--- config.mk ---
export PLATFORM = sky130hd
export DESIGN_NAME = pfl_front
export DESIGN_NICKNAME = d
export VERILOG_FILES = /design/src/pfl_pkg.sv /design/src/pfl_front.sv
export SDC_FILE = /design/constraint.sdc
export NUM_CORES = 1
export LEC_CHECK = 0
export ABC_CLOCK_PERIOD_IN_PS = 1600
export BUFFER_PORTS_ARGS = -buffer_cell sky130_fd_sc_hd__buf_4
export CAP_MARGIN = 0
export CORE_AREA = 4 4 188 190
export DETAILED_ROUTE_END_ITERATION = 10
export DIE_AREA = 0 0 192 194
export GPL_TIMING_DRIVEN = 0
export PLACE_DENSITY = 0.36
export SETUP_SLACK_MARGIN = 0.3
export SYNTH_ARGS = -nofsm -noshare
export SYNTH_HDL_FRONTEND = slang
export SYNTH_SLANG_ARGS = --single-unit
--- constraint.sdc ---
create_clock -name vclk -period 1.6
set_input_delay 0.32 -clock vclk [all_inputs]
set_output_delay 0.32 -clock vclk [all_outputs]
set_load 0.02 [all_outputs]
--- src/pfl_pkg.sv ---
`default_nettype none
package pfl_pkg;

	localparam int TABLE_ENTRIES = 1024;
	localparam int IDX_W = $clog2(TABLE_ENTRIES);
	localparam int CNT_W = $clog2(TABLE_ENTRIES + 1);

	localparam logic [63:0] WINDOW_NS = 64'd1000000000;
	localparam logic [63:0] DECAY_NS  = 64'd30000000000;

	localparam logic [31:0] VIOL_SYN_RAISE = 32'd20;
	localparam logic [31:0] VIOL_PKT_RAISE = 32'd15;
	localparam logic [31:0] MAX32 = 32'hFFFF_FFFF;
	localparam logic [47:0] MAX48 = 48'hFFFF_FFFF_FFFF;

	localparam logic [7:0] PROTO_TCP  = 8'd6;
	localparam logic [7:0] PROTO_UDP  = 8'd17;
	localparam logic [7:0] PROTO_ICMP = 8'd1;

	localparam logic [2:0] CFG_MODE   = 3'd0;
	localparam logic [2:0] CFG_PORT   = 3'd1;
	localparam logic [2:0] CFG_SYN    = 3'd2;
	localparam logic [2:0] CFG_PACKET = 3'd3;
	localparam logic [2:0] CFG_TCP    = 3'd4;
	localparam logic [2:0] CFG_UDP    = 3'd5;
	localparam logic [2:0] CFG_ICMP   = 3'd6;
	localparam logic [2:0] CFG_BYTE   = 3'd7;

	localparam logic [1:0] LEVEL_MAX = 2'd3;

	localparam int QDEPTH = 2;

	typedef enum logic [1:0] {
		CLS_TCP, CLS_UDP, CLS_ICMP, CLS_OTHER
	} pclass_t;

	typedef enum logic [2:0] {
		RSN_PASS, RSN_BLOCKLIST, RSN_TCP, RSN_UDP, RSN_LEVEL, RSN_SYN, RSN_RATE, RSN_BYTES
	} reason_t;

	typedef struct packed {
		logic [2:0]  mode;
		logic [15:0] target_port;
		logic [31:0] syn_limit;
		logic [31:0] packet_limit;
		logic [31:0] tcp_limit;
		logic [31:0] udp_limit;
		logic [31:0] icmp_limit;
		logic [47:0] byte_limit;
	} cfg_t;

	typedef struct packed {
		logic [31:0] addr;
		logic [15:0] len;
		logic        syn;
		logic [63:0] now;
		pclass_t     pclass;
		logic        drop;
		reason_t     reason;
		logic        policed;
	} req_t;

	typedef struct packed {
		logic [31:0] pkts;
		logic [47:0] bytes;
		logic [63:0] wstart;
		logic [63:0] lchg;
		logic [1:0]  level;
		logic [31:0] viol;
	} rec_t;

	typedef struct packed {
		logic valid;
		logic pop;
	} qctl_t;

endpackage
`default_nettype wire

--- src/pfl_front.sv ---
`default_nettype none
module pfl_front import pfl_pkg::*; (
	input  wire logic        in_valid,
	output logic             in_ready,
	input  wire logic [31:0] src_addr,
	input  wire logic [7:0]  protocol,
	input  wire logic [15:0] dest_port,
	input  wire logic [15:0] packet_length,
	input  wire logic        is_syn,
	input  wire logic [63:0] now_ns,
	input  wire logic        on_blocklist,
	input  wire logic        on_allowlist,
	input  wire cfg_t        cfg,
	input  wire logic        full,
	output logic             push,
	output req_t             push_data
);

	pclass_t cls;

	always_comb begin
		unique case (protocol)
			PROTO_TCP:  cls = CLS_TCP;
			PROTO_UDP:  cls = CLS_UDP;
			PROTO_ICMP: cls = CLS_ICMP;
			default:    cls = CLS_OTHER;
		endcase
	end

	assign in_ready = !full;
	assign push     = in_valid && !full;

	// classify: protocol blocks, lists, enable and port filter
	always_comb begin
		push_data.addr    = src_addr;
		push_data.len     = packet_length;
		push_data.syn     = is_syn;
		push_data.now     = now_ns;
		push_data.pclass  = cls;
		push_data.drop    = 1'b0;
		push_data.reason  = RSN_PASS;
		push_data.policed = 1'b0;
		if (cls == CLS_UDP && cfg.mode[2] && !on_allowlist) begin
			push_data.drop   = 1'b1;
			push_data.reason = RSN_UDP;
		end else if (cls == CLS_TCP && cfg.mode[1] && !on_allowlist) begin
			push_data.drop   = 1'b1;
			push_data.reason = RSN_TCP;
		end else if (on_blocklist) begin
			push_data.drop   = 1'b1;
			push_data.reason = RSN_BLOCKLIST;
		end else if (on_allowlist || !cfg.mode[0]) begin
			push_data.policed = 1'b0;
		end else if (cfg.target_port != 16'd0 && dest_port != cfg.target_port) begin
			push_data.policed = 1'b0;
		end else begin
			push_data.policed = 1'b1;
		end
	end

endmodule
`default_nettype wire

==> results.json <==
{
  "clkbuf_count": 0,
  "nFillCells": 3879,
  "setup_ws_ns": -0.368,
  "core-area_um2": 33400,
  "grt_pass1_vias": 1623,
  "start_util_pct": 3.65,
  "violations": "negative setup slack",
  "synth_warnings": 0,
  "dp_hpwl_um": 7380,
  "synth.cell_area_um2": 1220,
  "via_count": 1575,
  "post-place-ws_ns": -0.729,
  "rsz0062_at_grt": "yes",
  "synthesis.nets": 530,
  "p_per_area_nw_per_um2": 271,
  "status": "finished with violations",
  "fin_util_pct": 10.1,
  "drc": 0,
  "synth_top_area_share_pct": 70.1,
  "drv_slew": 0,
  "layout.area.seq_um2": 0,
  "hold_viol": 0,
  "die_h_um": 194,
  "met1_usage_pct": 3.55,
  "design_area_um2": 3390,
  "fp.dieArea_um2": 37200,
  "die_w_um": 192,
  "crit_fanout": 1,
  "dr.pass1.iters": 4,
  "setup_viol": 3,
  "grt_pass1_wl_um": 9360,
  "crit_arrival_ns": 1.65,
  "top_usage_layer": "met2",
  "crit_type": "in -> out",
  "use_met2_pct": 6.78,
  "syn_area_per_cell_um2": 7.54,
  "netlist_top_cells_count": "buf_4 (114), xor2_1 (16), nor4_1 (4), nor4_2 (4), o21ai_0 (4)",
  "min_path_type": "in -> out",
  "worst_ep_required_time_ns": 1.28,
  "grt-ovfl-total": 0,
  "end_kind": "output port",
  "wl_per_cell_um": 9.74,
  "p_leak_uw": 0.00155,
  "synth_top_area_cell": "buf_4",
  "ys_seq_area_share_pct": 0,
  "io_buffers": 168,
  "fin_crit_ns": 1.97,
  "final_nets": 703,
  "post_dp_cell_area_um2": 3090,
  "grt_use_met3_pct": 1.04,
  "fmaxAchievable_mhz": 508,
  "antenna_found_initial": 2,
  "rows": 67,
  "ir_drop_uv": 90.7,
  "io_pins": 490,
  "min_period_over_period_pct": 123,
  "ys_types": 19,
  "seq_cell_count": 0,
  "ant_nets": 0,
  "vias_per_cell": 2.02,
  "critPathLaunchType": "input port",
  "areaGrowthSynthToFinish_pct": 177,
  "syn_inst": 162,
  "grt_use_total_pct": 3.35,
  "yosys-top-cells-area": "buf_4 (70%), xor2_1 (11%), nor4_2 (4.1%)",
  "n_antenna_cell": 0,
  "place_congestion": 0.648,
  "wl_um": 7610,
  "maxCapViolCount": 0,
  "drtIter0Drc": 16,
  "grt_start_max_net_pins": 5,
  "drive_above_1_share_pct": 93.7,
  "finalPower_uw": 918,
  "synth_most_common_cell": "buf_4"
}
==> metal layers <==
| layer | routed length [um] | vias to the layer above |
|---|---|---|
| met5 | 21 | - |
| met4 | 5 | 4 |
| met3 | 1390 | 4 |
| met2 | 3780 | 215 |
| met1 | 2420 | 610 |
| li1 | - | 742 |
==> layout by cell type, fill, tap and decap left out, types with 2 or more instances in the layout <==
master and instances:
buf_4 260, nor4_2 2, buf_6 21, xor2_1 9, xor2_2 4, o21ai_2 2
nor4_4 5, nand3_4 2, xor2_4 3, nand4_1 2, nand2_1 2, and4bb_2 2
buf_8 4
==> final timing paths <==
kind                           from  slack, ns             to  cells past startpoint
worst min-delay path      now_ns[5]       0.84  push_data[12]                      2
worst max-delay path  dest_port[14]      -0.37   push_data[0]                      6
==> cell families after synthesis <==
logic type      count (synthesis)  share of synthesized area [%]
other cells                     1                          0.307
buf+inv                       115                           70.4
compound gates                  6                           3.38
simple gates                   24                           14.4
xor+xnor                       16                           11.5
==> worst max-delay path, cell delays in order <==
cell and delay [ns]:
buf_8 0.10, xor2_4 0.17, nor4_4 0.34, nand4_1 0.28, a211oi_4 0.28, buf_6 0.15
==> timing repair <==
action / in CTS / in global routing
setup endpoints to repair: 6 / 6
setup buffers: 2 / 1
hold buffers: 0 / 0
resized for setup: 37 / 15
pin swaps: 18 / 13
gates cloned: 0 / 0
==> power breakdown <==
part	leakage (uW)	internal [uW]	switching, uW
Combinational	0.00155	506	412
Clock	0	0	0
Sequential	0	0	0
==> cell type report <==
cell class                 instances  area, um2  area share, %
tap                              448        561           16.5
multi-input combinational         47        576           17.0
inverter                           1       3.75          0.111
timing repair buffer             171       1390           41.1
buffer                           114        856           25.3
==> stage by stage <==
step,hold slack [ns],setup TNS (ns),std cells
final,0.837,-0.430,781
after global routing,0.841,-0.600,781
after CTS,0.838,-0.508,780
after detailed placement,0.838,-0.840,778
after global placement,0.838,-0.821,778
after floorplan,0.717,0,162
(Power assumes the default switching activity.)
