### src/pfl_pkg.sv
`default_nettype none
package pfl_pkg;

	localparam int TABLE_ENTRIES = 1024;
	localparam int IDX_W = $clog2(TABLE_ENTRIES);
	localparam int CNT_W = $clog2(TABLE_ENTRIES + 1);

	localparam logic [63:0] WINDOW_NS = 64'd1000000000;
	localparam logic [63:0] DECAY_NS  = 64'd30000000000;

	localparam logic [31:0] VIOL_SYN_RAISE = 32'd20;
	localparam logic [31:0] VIOL_PKT_RAISE = 32'd15;
	localparam logic [31:0] MAX32 = 32'hFFFF_FFFF;
	localparam logic [47:0] MAX48 = 48'hFFFF_FFFF_FFFF;

	localparam logic [7:0] PROTO_TCP  = 8'd6;
	localparam logic [7:0] PROTO_UDP  = 8'd17;
	localparam logic [7:0] PROTO_ICMP = 8'd1;

	localparam logic [2:0] CFG_MODE   = 3'd0;
	localparam logic [2:0] CFG_PORT   = 3'd1;
	localparam logic [2:0] CFG_SYN    = 3'd2;
	localparam logic [2:0] CFG_PACKET = 3'd3;
	localparam logic [2:0] CFG_TCP    = 3'd4;
	localparam logic [2:0] CFG_UDP    = 3'd5;
	localparam logic [2:0] CFG_ICMP   = 3'd6;
	localparam logic [2:0] CFG_BYTE   = 3'd7;

	localparam logic [1:0] LEVEL_MAX = 2'd3;

	localparam int QDEPTH = 2;

	typedef enum logic [1:0] {
		CLS_TCP, CLS_UDP, CLS_ICMP, CLS_OTHER
	} pclass_t;

	typedef enum logic [2:0] {
		RSN_PASS, RSN_BLOCKLIST, RSN_TCP, RSN_UDP, RSN_LEVEL, RSN_SYN, RSN_RATE, RSN_BYTES
	} reason_t;

	typedef struct packed {
		logic [2:0]  mode;
		logic [15:0] target_port;
		logic [31:0] syn_limit;
		logic [31:0] packet_limit;
		logic [31:0] tcp_limit;
		logic [31:0] udp_limit;
		logic [31:0] icmp_limit;
		logic [47:0] byte_limit;
	} cfg_t;

	typedef struct packed {
		logic [31:0] addr;
		logic [15:0] len;
		logic        syn;
		logic [63:0] now;
		pclass_t     pclass;
		logic        drop;
		reason_t     reason;
		logic        policed;
	} req_t;

	typedef struct packed {
		logic [31:0] pkts;
		logic [47:0] bytes;
		logic [63:0] wstart;
		logic [63:0] lchg;
		logic [1:0]  level;
		logic [31:0] viol;
	} rec_t;

	typedef struct packed {
		logic valid;
		logic pop;
	} qctl_t;

endpackage
`default_nettype wire

### src/pfl_queue.sv
`default_nettype none
module pfl_queue import pfl_pkg::*; (
	input  wire logic clk,
	input  wire logic arst_n,
	input  wire logic push,
	input  wire req_t push_data,
	output logic      full,
	input  wire qctl_t ctl_in,
	output logic      valid,
	output req_t      head
);

	localparam int PW = (QDEPTH > 1) ? $clog2(QDEPTH) : 1;
	localparam int CW = $clog2(QDEPTH + 1);

	req_t          slots_q [QDEPTH];
	logic [PW-1:0] wr_q;
	logic [PW-1:0] rd_q;
	logic [CW-1:0] cnt_q;
	logic          do_pop;

	assign full   = (cnt_q == CW'(QDEPTH));
	assign valid  = (cnt_q != '0);
	assign head   = slots_q[rd_q];
	assign do_pop = ctl_in.pop && valid;

	always_ff @(posedge clk) begin
		if (push) begin
			slots_q[wr_q] <= push_data;
		end
	end

	always_ff @(posedge clk or negedge arst_n) begin
		if (!arst_n) begin
			wr_q  <= '0;
			rd_q  <= '0;
			cnt_q <= '0;
		end else begin
			if (push) begin
				wr_q <= (wr_q == PW'(QDEPTH - 1)) ? '0 : wr_q + 1'b1;
			end
			if (do_pop) begin
				rd_q <= (rd_q == PW'(QDEPTH - 1)) ? '0 : rd_q + 1'b1;
			end
			cnt_q <= cnt_q + CW'(push) - CW'(do_pop);
		end
	end

endmodule
`default_nettype wire

### config.mk
export PLATFORM = sky130hd
export DESIGN_NAME = pfl_queue
export DESIGN_NICKNAME = d
export VERILOG_FILES = /design/src/pfl_pkg.sv /design/src/pfl_queue.sv
export SDC_FILE = /design/constraint.sdc
export NUM_CORES = 1
export LEC_CHECK = 0
export BUFFER_PORTS_ARGS = -buffer_cell sky130_fd_sc_hd__buf_2
export CAP_MARGIN = 20
export CORE_ASPECT_RATIO = 0.7
export CORE_MARGIN = 4
export CORE_UTILIZATION = 47
export CTS_CLUSTER_DIAMETER = 100
export DETAILED_ROUTE_END_ITERATION = 8
export GPL_ROUTABILITY_DRIVEN = 0
export HOLD_SLACK_MARGIN = 0.05
export PLACE_DENSITY = 0.76
export SLEW_MARGIN = 20
export SYNTH_ARGS = -nofsm -noshare
export SYNTH_HDL_FRONTEND = slang
export SYNTH_SLANG_ARGS = --single-unit
### constraint.sdc
create_clock -name clk -period 6.5 [get_ports clk]
set_input_delay 0.325 -clock clk [delete_from_list [all_inputs] [get_ports clk]]
set_output_delay 0.325 -clock clk [all_outputs]
set_load 0.03 [all_outputs]
==> results of run 1 <==
-- repair_timing --
item,4_1_cts,5_1_grt
hold endpoints to repair,244,0
setup buffers,0,0
hold buffers,121,0
-- power by group through the flow --
stage          registers [mW]  logic [mW]  clock network [mW]
2_1_floorplan            2.22        1.41                   0
3_3_place_gp             2.25        1.77                   0
4_1_cts                  2.24        1.86                1.49
6_report                 2.24        1.86                1.46
5_1_grt                  2.27        1.95                1.56
3_5_place_dp             2.27        1.79                   0
-- logic make-up after synthesis --
family / share of synthesized area (%)
DFF: 82.27
AOI/OAI and AO/OA: 0.08455
and+or+nand+nor: 0.2818
adders and majority gates: 0.2817
muxes: 15.21
buffers and inverters: 1.479
xor gates and xnor gates: 0.3945
-- layout make-up --
| type | instances | area (µm²) |
|---|---|---|
| clock buffers | 31 | 678.2 |
| clock inverters | 13 | 175.2 |
| fillers | 1146 | 5874 |
| inverters | 2 | 7.507 |
| multi-input cells | 131 | 1454 |
| flip-flops and latches | 244 | 7311 |
| well taps | 236 | 295.3 |
| repair buffers | 370 | 2467 |
-- flip-flops by register name, summed over array words and instances (netlist names) --
name / flops
cnt_q: 2
slots_q: 240
rd_q: 1
wr_q: 1
-- per-layer routing --
metal | vias up | track usage (%) | share of wire [%]
met3 | 38 | 5.593 | 8.8
met4 | 0 | 4.664 | 2.4
met1 | 2502 | 21.72 | 39
met2 | 230 | 32.15 | 50
met5 | - | 0 | 0
li1 | 2326 | - | -
-- worst max-delay path by stage --
stage | from | endpoint | slack, ns | cells past startpoint
2_1_floorplan | wr_q | slots_q[0][0] | 0.18 | 1
3_3_place_gp | rd_q | head[33] | 3.80 | 3
3_5_place_dp | rd_q | head[33] | 3.76 | 3
4_1_cts | rd_q | head[33] | 3.20 | 3
5_1_grt | rd_q | head[33] | 3.11 | 3
6_report | rd_q | head[60] | 3.24 | 3
-- placed cells by master, fill, tap and decap left out, drive strengths merged --
cell and n:
dlygate4sd3 121, clkinv 7, ha 2, bufinv 4
and2 1, edfxtp 240, xnor2 2, or2 1
xor2 2, o21a 1, buf 249, nor2b 2
clkbuf 31, clkinvlp 2, dfrtp 4, inv 2
mux2 120
==> flow_metrics.py, run 1 <==
metrics = {
    "worst_setup_path": {
        "critPathTopFamily": "buffers and inverters",
        "crit_chain": "buf_4 > mux2_2 > buf_2",
        "worst_setup_path_start_kind": "register",
        "cpPeakStageDelay_ns": 0.93,
        "reg2reg_depth": 2,
        "crit_buf_inv": 2,
        "path_max_fanout": 62,
        "endpoint_kind": "output pin",
        "r2r_end": "slots_q[1][15]",
        "worst_ep_required_time_ns": 6.17,
        "r2r_setup_slack_ns": 4.12,
        "crit_type": "register to output pin",
        "cp.arrival_ns": 2.94,
        "cpMaxStageDelayCell": "dfrtp_4",
        "r2r_start": "wr_q",
    },
    "global_routing": {
        "grt_usage_pct": 18.12,
        "grt_pass1_wl_um": 30310,
        "grt_max_degree": 66,
        "grt_overflow_total": 0,
        "grt_pass1_vias": 5674,
        "antenna_found_initial": 0,
    },
    "logic_synthesis": {
        "syn-cell-area_um2": 8882,
        "ys_top_cells_by_count": "edfxtp_1 (240), mux2_2 (120), buf_6 (9)",
        "ys.flop_type": "edfxtp_1",
        "syn_area_per_cell_um2": 22.78,
        "ys_async_sr_fraction_pct": 1.639,
        "syn_nets": 517,
        "synthTopCellsByArea": "edfxtp_1 (81%), mux2_2 (15%), buf_6 (1.1%)",
        "yosysSeqAreaShare_pct": 82.27,
        "synthCells": 390,
        "yosysMostFrequentCell": "edfxtp_1",
        "synth-edff-count": 240,
        "synth.distinct_cells": 14,
        "yosys_warnings": 0,
        "yosysTopAreaCell": "edfxtp_1",
        "yosysTopAreaCellShare_pct": 81.14,
        "synth-seq-cells": 244,
    },
    "sta": {
        "fin_skew_ns": 0.008106,
        "maxSlewHeadroom_pct": 40.22,
        "rsz0062_at_grt": "no",
        "fin_ws_ns": 3.235,
        "worstMarginPinSlew_ns": 0.8967,
        "setup_tns_ns": 0,
        "setup_viol": 0,
        "drv_slew": 0,
        "fin_hold_ws_ns": 0.07257,
        "final-hold-violation-count": 0,
        "clock.fmax_ghz": 0.3063,
        "min_period_ns": 3.265,
        "min_period_over_period_pct": 50.23,
    },
    "routing": {
        "dr.pass1.iters": 4,
        "vias": 5096,
        "wire_per_inst_um": 19.48,
        "drt-total-wl_um": 20010,
        "avgViaCountPerCell": 4.962,
        "drc_errors": 0,
        "drt_iter0_drc": 308,
        "drtAntennaViolNets": 0,
    },
    "die": {
        "die_h_um": 123.0,
        "row_count": 41,
        "dieArea_um2": 21200,
        "io_pins": 247,
        "start_util_pct": 48.64,
        "die_w_um": 172.3,
        "core_um2": 18260,
    },
    "final_layout": {
        "fin_nets": 900,
        "diodes": 0,
        "fin_cells": 1027,
        "drive_gt1_share_pct": 52.09,
        "utilization_pct": 67.83,
        "finish.instance_area_um2": 12390,
        "area_growth_pct": 39.47,
    },
    "power_and_ir_drop": {
        "power_density_nw_per_um2": 448.8,
        "ir_worst_vdd_v": 0.0002600,
        "p_clk_share_pct": 26.3,
        "pwr-share-seq_pct": 40.3,
        "intPower_mw": 3.648,
        "p_comb_share_pct": 33.4,
        "leakage_nw": 4.729,
        "finalPower_mw": 5.560,
        "p_sw_mw": 1.912,
        "switching_share_pct": 34.39,
    },
    "clocking": {
        "worstSkewPairLatency_ns": 0.50,
        "cts_tree": "built",
        "cts-root-buf": "clkbuf_16",
        "cts_resized": 0,
        "path_clk_slew_ns": 0.06,
        "htreeDepth": 1,
        "cts_sinks": 244,
        "clockBufferDepth": 3,
        "numCtsBuffers": 24,
    },
    "worst_hold_path": {
        "hold_path_class": "primary input to register",
        "hold_start": "push",
        "hold-path-endpoint": "wr_q",
        "hold_depth": 2,
    },
    "placement": {
        "dp_slack_ns": 3.762,
        "port_buffers": 245,
        "dpl.cell_count": 862,
        "place_area_um2": 10320,
        "place_hpwl_um": 11650,
    },
    "status": {
        "status": "complete, no violations",
    },
    "run": {
        "cap_violations": 0,
    },
}
No activity file was read; power rests on OpenSTA's default activity.
==> inputs of run 2 (changes only) <==
--- a/config.mk
+++ b/config.mk
@@ -5,6 +5,7 @@
 export SDC_FILE = /design/constraint.sdc
 export NUM_CORES = 1
 export LEC_CHECK = 0
+export ABC_AREA = 1
 export BUFFER_PORTS_ARGS = -buffer_cell sky130_fd_sc_hd__buf_2
 export CAP_MARGIN = 20
 export CORE_ASPECT_RATIO = 0.7
==> constraint.sdc (replaced) <==
create_clock -name clk -period 2.6 [get_ports clk]
set_input_delay 0.13 -clock clk [delete_from_list [all_inputs] [get_ports clk]]
set_output_delay 0.13 -clock clk [all_outputs]
set_load 0.03 [all_outputs]
==> flow_metrics.py, run 2 <==
metrics = {
    "sta": {
        "setup_viol": 0,
        "maxSlewHeadroom_pct": 57.37,
        "fin_skew_ns": 0.01868,
        "fin_hold_ws_ns": 0.3480,
        "min_period_over_period_pct": 79.93,
        "drv_slew": 0,
        "final-hold-violation-count": 0,
        "rsz0062_at_grt": "no",
        "setup_tns_ns": 0,
        "min_period_ns": 2.078,
        "worstMarginPinSlew_ns": 0.6394,
        "clock.fmax_ghz": 0.4812,
    },
    "final_layout": {
        "finish.instance_area_um2": 12380,
        "fill_cells": 1299,
        "reg.largest.list": "slots_q: 240 flops, cnt_q: 2 flops",
        "fin_nets": 1159,
        "largest_reg_flops": 240,
        "area_growth_pct": 37.62,
        "drive_gt1_share_pct": 27.48,
        "layout_common_cells": "nand2_1 (369), buf_2 (245), edfxtp_1 (240), dlygate4sd3_1 (124), clkbuf_16 (23)",
        "regMostFlops": "slots_q",
        "final_common_cell": "nand2_1",
    },
    "logic_synthesis": {
        "yosysSeqAreaShare_pct": 81.26,
        "yosysMostFrequentCell": "nand2_1",
        "synth.distinct_cells": 12,
        "yosysTopAreaCell": "edfxtp_1",
        "ys_async_sr_fraction_pct": 1.639,
        "syn_area_per_cell_um2": 13.69,
        "syn-cell-area_um2": 8992,
        "synthTopCellsByArea": "edfxtp_1 (80%), nand2_1 (15%), buf_6 (1.4%)",
        "synth-seq-cells": 244,
        "yosysTopAreaCellShare_pct": 80.14,
        "synthCells": 657,
        "ys.flop_type": "edfxtp_1",
        "synth-edff-count": 240,
        "yosys_warnings": 0,
        "syn_nets": 784,
        "ys_top_cells_by_count": "nand2_1 (370), edfxtp_1 (240), buf_2 (14)",
    },
    "worst_setup_path": {
        "r2r_start": "wr_q",
        "cpMaxStageDelayCell": "dfrtp_4",
        "crit_buf_inv": 2,
        "cp.arrival_ns": 1.95,
        "r2r_setup_slack_ns": 1.07,
        "worst_ep_required_time_ns": 2.47,
        "critPathTopFamily": "buffers and inverters",
        "endpoint_kind": "output pin",
        "path_max_fanout": 121,
        "r2r_end": "slots_q[1][65]",
        "crit_path_frequent_cell": "nand2_1",
        "reg2reg_depth": 3,
        "crit_type": "register to output pin",
        "crit_chain": "buf_12 > nand2_1 > nand2_1 > buf_2",
        "cpPeakStageDelay_ns": 0.44,
        "worst_setup_path_start_kind": "register",
    },
    "global_routing": {
        "antenna_found_initial": 1,
        "grt_max_degree": 122,
        "grt_pass1_wl_um": 32030,
        "grt_pass1_vias": 6214,
        "grt_usage_pct": 18.80,
        "grt_overflow_total": 0,
    },
    "clocking": {
        "worstSkewPairLatency_ns": 0.50,
        "cts_sinks": 244,
        "cts_tree": "built",
        "path_clk_slew_ns": 0.06,
        "numCtsBuffers": 23,
        "post_cts_buffers": 0,
        "clockBufferDepth": 3,
        "htreeDepth": 1,
        "cts-root-buf": "clkbuf_16",
    },
    "power_and_ir_drop": {
        "p_comb_share_pct": 39.5,
        "ir_worst_vdd_v": 0.0007395,
        "p_sw_mw": 5.707,
        "leakage_nw": 5.351,
        "pwr-share-seq_pct": 38.5,
        "switching_share_pct": 40.57,
        "power_density_nw_per_um2": 1137,
        "intPower_mw": 8.360,
        "p_clk_share_pct": 22.0,
    },
    "routing": {
        "maxUsedRoutingLayer": "met4",
        "drt_iter0_drc": 396,
        "dr.pass1.iters": 4,
        "wl_met3_um": 1752,
        "drt-total-wl_um": 20860,
        "wire_per_inst_um": 16.16,
        "met1Wirelength_um": 8187,
        "avgViaCountPerCell": 4.771,
        "vias": 6160,
        "drtAntennaViolNets": 0,
        "wl_met2_um": 10410,
        "drc_errors": 0,
    },
    "die": {
        "dieArea_um2": 21440,
        "die_w_um": 173.3,
        "core_um2": 18870,
        "row_count": 42,
        "die_h_um": 123.7,
        "io_pins": 247,
        "start_util_pct": 47.67,
    },
    "placement": {
        "place_hpwl_um": 11410,
        "place_area_um2": 10440,
        "port_buffers": 245,
    },
    "worst_hold_path": {
        "hold_start": "push_data[33]",
        "hold-path-endpoint": "slots_q[0][33]",
        "hold_depth": 2,
        "hold_path_class": "primary input to register",
    },
    "run": {
        "cap_violations": 0,
    },
    "status": {
        "status": "complete, no violations",
    },
}
==> run 2: cell count changes after synthesis, sizes merged <==
cell   delta
or2       -1
and2      -1
inv       +7
nor2b     -2
nor2      +2
xnor2     -2
xor2      -1
nand2   +370
buf      +14
o21a      -1
mux2    -120
nand3     +2
==> run 2: cells by family (layout without fill, tap and decap cells) <==
family,Yosys count,count (layout),share of synthesized area [%]
XOR/XNOR,1,1,0.09742
adder cells (fa/ha/maj),2,2,0.2782
buffers and inverters,36,427,2.727
flip-flops,244,244,81.26
other,0,1,0
AND/OR/NAND/NOR,374,374,15.64
==> run 2: cell type report <==
type | count | area [µm²] | area share [%]
Antenna cell | 1 | 2.502 | 0.02022
Multi-Input combinational cell | 377 | 1450 | 11.72
Clock buffer | 28 | 594.3 | 4.802
Inverter | 9 | 40.04 | 0.3235
Sequential cell | 244 | 7311 | 59.07
Tap cell | 242 | 302.8 | 2.447
Clock inverter | 13 | 97.59 | 0.7886
Timing Repair Buffer | 377 | 2577 | 20.83
==> run 2: power by group through the flow <==
stage | clock network [mW] | logic, mW | registers, mW
after CTS | 3.16 | 5.57 | 5.41
after global routing | 3.33 | 6.02 | 5.48
after floorplan | 0 | 3.85 | 5.48
after detailed placement | 0 | 5.40 | 5.49
after global placement | 0 | 5.34 | 5.45
final | 3.10 | 5.55 | 5.42
==> run 2: stage by stage <==
stage / utilization, % / cells / power, mW / setup slack [ns]
final: 65.60 / 1291 / 14.07 / 0.5219
after global placement: 55.34 / 1125 / 10.79 / 1.078
after detailed placement: 55.34 / 1125 / 10.88 / 1.069
after floorplan: - / 657 / 9.325 / -0.05375
after global routing: 65.60 / 1291 / 14.82 / 0.4228
after CTS: 65.59 / 1290 / 14.14 / 0.5612
==> run 2: worst max path at each step <==
stage | start | end | slack, ns | cells past startpoint
3_3_place_gp | wr_q | slots_q[1][45] | 1.08 | 3
3_5_place_dp | wr_q | slots_q[1][39] | 1.07 | 3
2_1_floorplan | wr_q | slots_q[1][0] | -0.05 | 2
6_report | rd_q | head[73] | 0.52 | 4
4_1_cts | rd_q | head[8] | 0.56 | 4
5_1_grt | rd_q | head[42] | 0.42 | 4
==> run 2: per-layer routing <==
metal | track usage [%] | vias to the layer above
li1 | - | 2961
met1 | 22.38 | 2940
met2 | 33.28 | 223
met3 | 5.977 | 36
met4 | 5.780 | 0
met5 | 0 | -
==> run 2: worst register-to-register path, cell delays in order (launching register included) <==
cell and delay [ns]:
dfrtp_1 0.44, nand2_2 0.09, clkinvlp_4 0.09, buf_4 0.51
==> run 2: timing repair <==
action | CTS | global route
hold buffers | 124 | 0
hold endpoints to repair | 247 | 0
resized for setup | 0 | 0
